[src/hdl/mbet_pkg.sv]
// ----------------------------------------------------------------------------
// mbet_pkg - shared types and constants for the escape-time unit
// Holds the sequencer states, the step control bundle that the sequencer
// hands to the update cell, and the fixed field widths of the ports.
// ----------------------------------------------------------------------------
package mbet_pkg;

    // Fixed widths of the register and result fields
    localparam int CFG_WIDTH = 10;
    localparam int OUT_WIDTH = 10;

    // Iteration limit after reset
    localparam logic [CFG_WIDTH-1:0] MAX_ITER_RESET = 10'd100;

    // Working registers carry this many integer bits beyond the input format
    localparam int EXTRA_INT_BITS = 4;

    // Sequencer states
    typedef enum logic [1:0] {
        ST_IDLE,
        ST_SQUARE,
        ST_UPDATE,
        ST_DONE
    } mbet_state_t;

    // Control from the sequencer to the update cell
    typedef struct packed {
        logic init;     // load z = 0 for a new point
        logic commit;   // take the new z computed from the products
    } mbet_step_ctrl_t;

endpackage

[src/hdl/mbet_square_cell.sv]
// ----------------------------------------------------------------------------
// mbet_square_cell - product cell of the iteration ring
// Registers zr^2, zi^2 and zr*zi at full precision, together with a flag
// that is set when either component of z lies beyond +/-2.0.
// ----------------------------------------------------------------------------
module mbet_square_cell #(
    parameter int COORD_WIDTH = 16,
    parameter int FRAC_BITS   = 12
) (
    input  logic                                              clk,
    input  logic                                              en,
    input  logic signed [COORD_WIDTH+mbet_pkg::EXTRA_INT_BITS-1:0]     zr,
    input  logic signed [COORD_WIDTH+mbet_pkg::EXTRA_INT_BITS-1:0]     zi,
    output logic signed [2*(COORD_WIDTH+mbet_pkg::EXTRA_INT_BITS)-1:0] rr,
    output logic signed [2*(COORD_WIDTH+mbet_pkg::EXTRA_INT_BITS)-1:0] ii,
    output logic signed [2*(COORD_WIDTH+mbet_pkg::EXTRA_INT_BITS)-1:0] ri,
    output logic                                              big
);

    localparam int ZW = COORD_WIDTH + mbet_pkg::EXTRA_INT_BITS;
    localparam int PW = 2 * ZW;

    localparam logic signed [ZW-1:0] TWO     = ZW'(2) << FRAC_BITS;
    localparam logic signed [ZW-1:0] NEG_TWO = -TWO;

    logic signed [PW-1:0] rr_reg, rr_next;
    logic signed [PW-1:0] ii_reg, ii_next;
    logic signed [PW-1:0] ri_reg, ri_next;
    logic                 big_reg, big_next;

    // Three products in parallel, plus the component range check
    always_comb
    begin
        rr_next  = zr * zr;
        ii_next  = zi * zi;
        ri_next  = zr * zi;
        big_next = (zr > TWO) || (zr < NEG_TWO) || (zi > TWO) || (zi < NEG_TWO);
    end

    // Product registers, loaded once per iteration
    always_ff @(posedge clk)
    begin
        if (en)
        begin
            rr_reg  <= rr_next;
            ii_reg  <= ii_next;
            ri_reg  <= ri_next;
            big_reg <= big_next;
        end
    end

    assign rr  = rr_reg;
    assign ii  = ii_reg;
    assign ri  = ri_reg;
    assign big = big_reg;

endmodule

[src/hdl/mbet_update_cell.sv]
// ----------------------------------------------------------------------------
// mbet_update_cell - update cell of the iteration ring
// Holds z. From the registered products it makes the escape decision
// (|z|^2 > 4.0, or the big flag) and the next z = z^2 + c, taken on commit.
// ----------------------------------------------------------------------------
module mbet_update_cell #(
    parameter int COORD_WIDTH = 16,
    parameter int FRAC_BITS   = 12
) (
    input  logic                                              clk,
    input  mbet_pkg::mbet_step_ctrl_t                         ctrl,
    input  logic signed [COORD_WIDTH-1:0]                     c_real,
    input  logic signed [COORD_WIDTH-1:0]                     c_imag,
    input  logic signed [2*(COORD_WIDTH+mbet_pkg::EXTRA_INT_BITS)-1:0] rr,
    input  logic signed [2*(COORD_WIDTH+mbet_pkg::EXTRA_INT_BITS)-1:0] ii,
    input  logic signed [2*(COORD_WIDTH+mbet_pkg::EXTRA_INT_BITS)-1:0] ri,
    input  logic                                              big,
    output logic signed [COORD_WIDTH+mbet_pkg::EXTRA_INT_BITS-1:0]     zr,
    output logic signed [COORD_WIDTH+mbet_pkg::EXTRA_INT_BITS-1:0]     zi,
    output logic                                              escape
);

    localparam int XB = mbet_pkg::EXTRA_INT_BITS;
    localparam int ZW = COORD_WIDTH + XB;
    localparam int PW = 2 * ZW;
    localparam int SW = PW + 1;

    // 4.0 at twice the fraction bits
    localparam logic signed [SW-1:0] FOUR_SQ = SW'(4) << (2 * FRAC_BITS);

    logic signed [ZW-1:0] zr_reg, zr_next;
    logic signed [ZW-1:0] zi_reg, zi_next;

    logic signed [SW-1:0] rr_x, ii_x;
    logic signed [SW-1:0] mag_sq;
    logic signed [SW-1:0] re_full, im_full;
    logic signed [SW-1:0] re_shift, im_shift;
    logic signed [ZW-1:0] cr_x, ci_x;

    // Escape test and next z
    always_comb
    begin
        rr_x     = {rr[PW-1], rr};
        ii_x     = {ii[PW-1], ii};
        mag_sq   = rr_x + ii_x;
        escape   = big || (mag_sq > FOUR_SQ);
        re_full  = rr_x - ii_x;
        im_full  = {ri, 1'b0};
        // arithmetic shift floors toward minus infinity
        re_shift = re_full >>> FRAC_BITS;
        im_shift = im_full >>> FRAC_BITS;
        cr_x     = {{XB{c_real[COORD_WIDTH-1]}}, c_real};
        ci_x     = {{XB{c_imag[COORD_WIDTH-1]}}, c_imag};
        zr_next  = re_shift[ZW-1:0] + cr_x;
        zi_next  = im_shift[ZW-1:0] + ci_x;
    end

    // z registers
    always_ff @(posedge clk)
    begin
        if (ctrl.init)
        begin
            zr_reg <= '0;
            zi_reg <= '0;
        end
        else if (ctrl.commit)
        begin
            zr_reg <= zr_next;
            zi_reg <= zi_next;
        end
    end

    assign zr = zr_reg;
    assign zi = zi_reg;

endmodule

[src/hdl/mandelbrot_escape_time_unit.sv]
// ----------------------------------------------------------------------------
// Point c enters as signed fixed point; the unit iterates z = z^2 + c from
// z = 0 and returns how many steps ran before |z|^2 exceeded 4.0, or the
// iteration limit if it never did. One point is in flight at a time. Each
// step passes through the product cell and then the update cell. The
// result sits in an output register, so the next point may enter while
// it waits. A limit of 0 reports 0.
// ----------------------------------------------------------------------------
// mandelbrot_escape_time_unit - escape-time iteration unit
// Sequencer, limit register, output register and the two-cell ring.
// ----------------------------------------------------------------------------
module mandelbrot_escape_time_unit #(
    parameter int COORD_WIDTH = 16,
    parameter int FRAC_BITS   = 12,
    parameter int COUNT_WIDTH = 10
) (
    input  logic                                 clk,
    input  logic                                 rst_n,
    // point channel
    input  logic                                 in_valid,
    output logic                                 in_ready,
    input  logic signed [COORD_WIDTH-1:0]        c_real,
    input  logic signed [COORD_WIDTH-1:0]        c_imag,
    // result channel
    output logic                                 out_valid,
    input  logic                                 out_ready,
    output logic [mbet_pkg::OUT_WIDTH-1:0]       iteration_count,
    // limit register write channel
    input  logic                                 cfg_valid,
    output logic                                 cfg_ready,
    input  logic [mbet_pkg::CFG_WIDTH-1:0]       max_iterations
);

    localparam int ZW = COORD_WIDTH + mbet_pkg::EXTRA_INT_BITS;
    localparam int PW = 2 * ZW;

    mbet_pkg::mbet_state_t state_reg, state_next;

    logic [mbet_pkg::CFG_WIDTH-1:0] max_iter_reg;
    logic [COUNT_WIDTH-1:0]         count_reg, count_next;
    logic [COUNT_WIDTH-1:0]         limit;
    logic signed [COORD_WIDTH-1:0]  cr_reg, ci_reg;
    logic                           out_valid_reg, out_valid_next;
    logic [mbet_pkg::OUT_WIDTH-1:0] count_out_reg, count_out_next;

    mbet_pkg::mbet_step_ctrl_t      ctrl;
    logic                           sq_en;
    logic                           in_beat;
    logic                           out_beat;
    logic                           load_out;

    logic signed [ZW-1:0]           zr, zi;
    logic signed [PW-1:0]           rr, ii, ri;
    logic                           big;
    logic                           escape;

    assign limit    = COUNT_WIDTH'(max_iter_reg);
    assign in_beat  = in_valid && in_ready;
    assign out_beat = out_valid_reg && out_ready;

    // Limit register; writes must only arrive while idle, which the block does not enforce
    assign cfg_ready = 1'b1;

    always_ff @(posedge clk or negedge rst_n)
    begin
        if (!rst_n)
        begin
            max_iter_reg <= mbet_pkg::MAX_ITER_RESET;
        end
        else if (cfg_valid && cfg_ready)
        begin
            max_iter_reg <= max_iterations;
        end
    end

    // Point register
    always_ff @(posedge clk)
    begin
        if (in_beat)
        begin
            cr_reg <= c_real;
            ci_reg <= c_imag;
        end
    end

    // Sequencer state, count and output register
    always_ff @(posedge clk or negedge rst_n)
    begin
        if (!rst_n)
        begin
            state_reg     <= mbet_pkg::ST_IDLE;
            count_reg     <= '0;
            out_valid_reg <= 1'b0;
        end
        else
        begin
            state_reg     <= state_next;
            count_reg     <= count_next;
            out_valid_reg <= out_valid_next;
        end
    end

    always_ff @(posedge clk)
    begin
        count_out_reg <= count_out_next;
    end

    // Next state and step control
    always_comb
    begin
        state_next     = state_reg;
        count_next     = count_reg;
        in_ready       = 1'b0;
        sq_en          = 1'b0;
        ctrl.init      = 1'b0;
        ctrl.commit    = 1'b0;
        load_out       = 1'b0;

        unique case (state_reg)
            mbet_pkg::ST_IDLE:
            begin
                in_ready = 1'b1;
                if (in_valid)
                begin
                    ctrl.init  = 1'b1;
                    count_next = '0;
                    state_next = mbet_pkg::ST_SQUARE;
                end
            end
            mbet_pkg::ST_SQUARE:
            begin
                if (count_reg >= limit)
                begin
                    state_next = mbet_pkg::ST_DONE;
                end
                else
                begin
                    sq_en      = 1'b1;
                    state_next = mbet_pkg::ST_UPDATE;
                end
            end
            mbet_pkg::ST_UPDATE:
            begin
                if (escape)
                begin
                    state_next = mbet_pkg::ST_DONE;
                end
                else
                begin
                    ctrl.commit = 1'b1;
                    count_next  = count_reg + 1'b1;
                    state_next  = mbet_pkg::ST_SQUARE;
                end
            end
            mbet_pkg::ST_DONE:
            begin
                if (!out_valid_reg || out_ready)
                begin
                    load_out   = 1'b1;
                    state_next = mbet_pkg::ST_IDLE;
                end
            end
            default:
            begin
                state_next = mbet_pkg::ST_IDLE;
            end
        endcase
    end

    // Output register: load a finished count, drop on a taken beat
    always_comb
    begin
        count_out_next = count_out_reg;
        out_valid_next = out_valid_reg;
        if (load_out)
        begin
            count_out_next = mbet_pkg::OUT_WIDTH'(count_reg);
            out_valid_next = 1'b1;
        end
        else if (out_beat)
        begin
            out_valid_next = 1'b0;
        end
    end

    assign out_valid       = out_valid_reg;
    assign iteration_count = count_out_reg;

    // Iteration ring: product cell feeds update cell, update cell feeds back z
    mbet_square_cell #(
        .COORD_WIDTH (COORD_WIDTH),
        .FRAC_BITS   (FRAC_BITS)
    ) u_square (
        .clk (clk),
        .en  (sq_en),
        .zr  (zr),
        .zi  (zi),
        .rr  (rr),
        .ii  (ii),
        .ri  (ri),
        .big (big)
    );

    mbet_update_cell #(
        .COORD_WIDTH (COORD_WIDTH),
        .FRAC_BITS   (FRAC_BITS)
    ) u_update (
        .clk    (clk),
        .ctrl   (ctrl),
        .c_real (cr_reg),
        .c_imag (ci_reg),
        .rr     (rr),
        .ii     (ii),
        .ri     (ri),
        .big    (big),
        .zr     (zr),
        .zi     (zi),
        .escape (escape)
    );

    // A step is only evaluated while the count is below the limit
    assert property (@(posedge clk) disable iff (!rst_n)
        (state_reg == mbet_pkg::ST_UPDATE) |-> (count_reg < limit))
        else $error("update step entered with count at or above limit");

    // A new point starts from a zero count in the product step
    assert property (@(posedge clk) disable iff (!rst_n)
        in_beat |=> ((state_reg == mbet_pkg::ST_SQUARE) && (count_reg == '0)))
        else $error("new point did not start from a cleared count");

    // A committed step advances the count by exactly one
    assert property (@(posedge clk) disable iff (!rst_n)
        ctrl.commit |=> (count_reg == $past(count_reg) + 1'b1))
        else $error("committed step did not advance the count");

    // A finished point lands in the output register with its count
    assert property (@(posedge clk) disable iff (!rst_n)
        load_out |=> (out_valid_reg &&
                      (count_out_reg == mbet_pkg::OUT_WIDTH'($past(count_reg)))))
        else $error("finished count not presented on the result channel");

    // Results are only loaded from the done state
    assert property (@(posedge clk) disable iff (!rst_n)
        load_out |-> (state_reg == mbet_pkg::ST_DONE))
        else $error("result loaded outside the done state");

endmodule

[config.mk]
export PLATFORM = sky130hd
export DESIGN_NAME = mandelbrot_escape_time_unit
export DESIGN_NICKNAME = d
export VERILOG_FILES = /design/src/hdl/mbet_pkg.sv /design/src/hdl/mbet_square_cell.sv /design/src/hdl/mbet_update_cell.sv /design/src/hdl/mandelbrot_escape_time_unit.sv
export SDC_FILE = /design/constraint.sdc
export NUM_CORES = 2
export LEC_CHECK = 0
export ABC_AREA = 0
export BUFFER_PORTS_ARGS = -buffer_cell sky130_fd_sc_hd__buf_2
export CAP_MARGIN = 20
export CELL_PAD_IN_SITES_DETAIL_PLACEMENT = 0
export CELL_PAD_IN_SITES_GLOBAL_PLACEMENT = 1
export CORE_MARGIN = 2
export CORE_UTILIZATION = 25
export DETAILED_ROUTE_END_ITERATION = 8
export GPL_TIMING_DRIVEN = 0
export PLACE_DENSITY = 0.57
export SLEW_MARGIN = 10
export SYNTH_ARGS = -nofsm -noshare
export SYNTH_HDL_FRONTEND = slang
export SYNTH_SLANG_ARGS = --single-unit
[constraint.sdc]
create_clock -name clk -period 7.6 [get_ports clk]
set_input_delay 1.52 -clock clk [delete_from_list [all_inputs] [get_ports clk]]
set_output_delay 1.52 -clock clk [all_outputs]
set_load 0.01 [all_outputs]
==> metrics.txt <==
setup tns final 0 ns; leading register cell type out of synthesis edfxtp_1; Area Growth Syn to Fin 13.8%; Worst-Skew Late Latency 0.62 ns; GRT met1 Usage 23.5%; min Tclk post-route 7.48 ns; global routing's busiest layer met2; status finished, violations left; fillcell total 21800; Total GRT Usage 17.4%; drt drc 24; TritonRoute pass-1 iters 7; die area 0.208 mm^2; total grt overflow 0; Num CTS Buffers 34; largest net degree at the start of global routing 60; nets@finish 7195; Post-DRT Antenna Nets 0; final setup fails 0; Slowest cell on crit path fa_1; Vert. Die Dim 457 um; most frequent cells in the layout inv_1, fa_1, nand2_1, ha_1, and2_1; initial antenna violation count 14; Via Count 37900; Req. time, crit path 7.91 ns; Seq cells post-synth 204; CTS root buf clkbuf_16; Worst setup EP type flip-flop; Netlist cell types 91; post-synthesis area per instance 9.35 um^2; starting density of the core 25.1%; core box area 0.204 mm^2; H-tree levels 2; Final Hold Viols 0; first-pass GRT wire length 268000 um; GRT met2 Usage 27.6%; # clock sinks 204; clock buffer depth 3; R2R Path Start u_update.zi[6]$_SDFFE_PP0P_; Worst-path clk slew 0.06 ns; post-synthesis sequential area ratio 11.0%; r2r worst-path depth 27; Synth Instances 5475; crit path to u_square.ii[39]$_DFFE_PP_; worst relative slew slack 15.9%; unrepaired setup endpoints after global routing true; final wirelength 177000 um; r2r setup slk 0.12 ns; Peak Freq 0.134 GHz; Most common cell on crit path fa_1; Reg area 0.00570 mm^2; EDFF count, synth 141; CTS tree built; DRT iter0 DRCs 2628; Avg WL per Cell 21.2 um; share of layout cells above drive strength 1 9.30%; WS Path Type reg2reg; # rows 166; vias per inst 4.54; CP Launch Type flip-flop; Max Cap Viol 0; global-route track usage on met3 3.33%; RR Endpoint u_square.ii[39]$_DFFE_PP_; Slew @ Worst Pin 1.25 ns; min-delay src limit[6]$_DFFE_PN1P_; I/O pin count 60; critical path peak fanout 10; GP Congestion 0.931; CTS Hold Bufs 0; failing checks design-rule violations; CP Depth 27; vias in the first global route 41000; CP top delay family adder cells; Worst Path Buf+Inv 6; CP max stage delay 0.55 ns; port buffer count 57; Synth area leaders fa_1, ha_1, inv_1; fin crit share 98.4%; share of the synthesized area in the top cell type 42.6%; Mapped Nets 7050; Critical path origin u_update.zi[6]$_SDFFE_PP0P_; Cell Area, Synth 0.0512 mm^2; commonest non-fill, non-tap cell in the layout inv_1; YS warnings 0; Data arrival, critical path 7.79 ns; Synth async-reset ratio 11.3%; multi-input logic area 0.0401 mm^2; area leader, netlist fa_1; Die Wd 457 um; Hold Path Class reg2reg; Fin Clk Skew 0.0410 ns; max-slew violation count 0; DP Wirelength 148000 um
==> routing by layer <==
metal  vias up  routed length (um)
met5         -                  23
met4         4                6680
met3       210               13300
met2      1117               80100
met1     19600               76700
li1      16900                   -
==> cells by family after synthesis <==
kind of cell / synth area share (%)
compound gates: 7.33
xor+xnor: 3.45
fa+ha+maj: 53.3
buf+inv: 11.7
flops: 11.0
mux: 0.308
other cells: 0.00732
simple gates: 12.9
==> stage by stage <==
step	utilization, %	instance area [um^2]	cells	hold WS (ns)	setup WS, ns
2_1_floorplan	-	51200	5475	0.469	0.383
3_3_place_gp	26.9	54900	8220	0.496	-2.18
3_5_place_dp	27.1	55300	8246	0.504	-2.10
4_1_cts	28.3	57700	8313	0.514	-0.0360
5_1_grt	28.5	58300	8332	0.547	-0.0480
6_report	28.6	58300	8343	0.503	0.120
==> worst min-delay path: stages (launching register included) <==
cell	delay, ns
dfstp_2	0.36
inv_1	0.06
o21ai_0	0.08
==> how the worst min path moves through the flow <==
stage | endpoint | slack [ns] | cells past startpoint
2_1_floorplan | iteration_count[9]$_DFFE_PP_ | 0.47 | 0
3_3_place_gp | limit[6]$_DFFE_PN1P_ | 0.50 | 2
3_5_place_dp | limit[6]$_DFFE_PN1P_ | 0.50 | 2
4_1_cts | limit[2]$_DFFE_PN1P_ | 0.51 | 2
5_1_grt | limit[0]$_DFFE_PN0P_ | 0.55 | 1
6_report | limit[6]$_DFFE_PN1P_ | 0.50 | 2
==> cell usage after synthesis, drive strengths merged, types with 5 or more instances <==
| cell type | instances |
|---|---|
| nand4 | 12 |
| o31ai | 12 |
| nand2b | 35 |
| o21ai | 106 |
| fa | 1090 |
| clkbuf | 188 |
| buf | 19 |
| edfxtp | 141 |
| o21bai | 20 |
| dfxtp | 40 |
| a211oi | 14 |
| o22ai | 9 |
| nand3 | 36 |
| a21o | 67 |
| a41oi | 7 |
| or4 | 14 |
| nor4 | 23 |
| ha | 438 |
| a21oi | 191 |
| mux2 | 6 |
| nor3b | 9 |
| nor3 | 43 |
| or2 | 16 |
| nor2 | 210 |
| xor2 | 44 |
| a2111oi | 9 |
| a211o | 7 |
| clkinv | 8 |
| o21ba | 7 |
| mux2i | 9 |
| a31oi | 12 |
| nand2 | 551 |
| and4 | 5 |
| and2 | 280 |
| o21a | 26 |
| a21boi | 5 |
| o211ai | 17 |
| or3 | 20 |
| nor2b | 60 |
| o2111ai | 9 |
| inv | 1374 |
| xnor2 | 158 |
| a31o | 11 |
| and3 | 36 |
| dfrtp | 20 |
==> cell type report <==
cell class,instances,area share (%)
antenna,11,0.0472
buffer,191,3.07
clock buffer,39,1.53
clock inverter,21,0.391
inverter,1382,8.98
multi-input combinational,3682,68.8
sequential,204,9.78
tap,2688,5.77
timing repair buffer,125,1.68
==> timing repair <==
action                     in CTS  in global routing
pin swaps                      15                 35
setup endpoints to repair      63                 28
hold endpoints to repair        0                  0
gates cloned                    0                  0
gates resized for setup       395                215
setup buffers                  21                 22
Power is not shown: default switching activity piles up to over one toggle a cycle in this logic, so the estimate is an artifact.
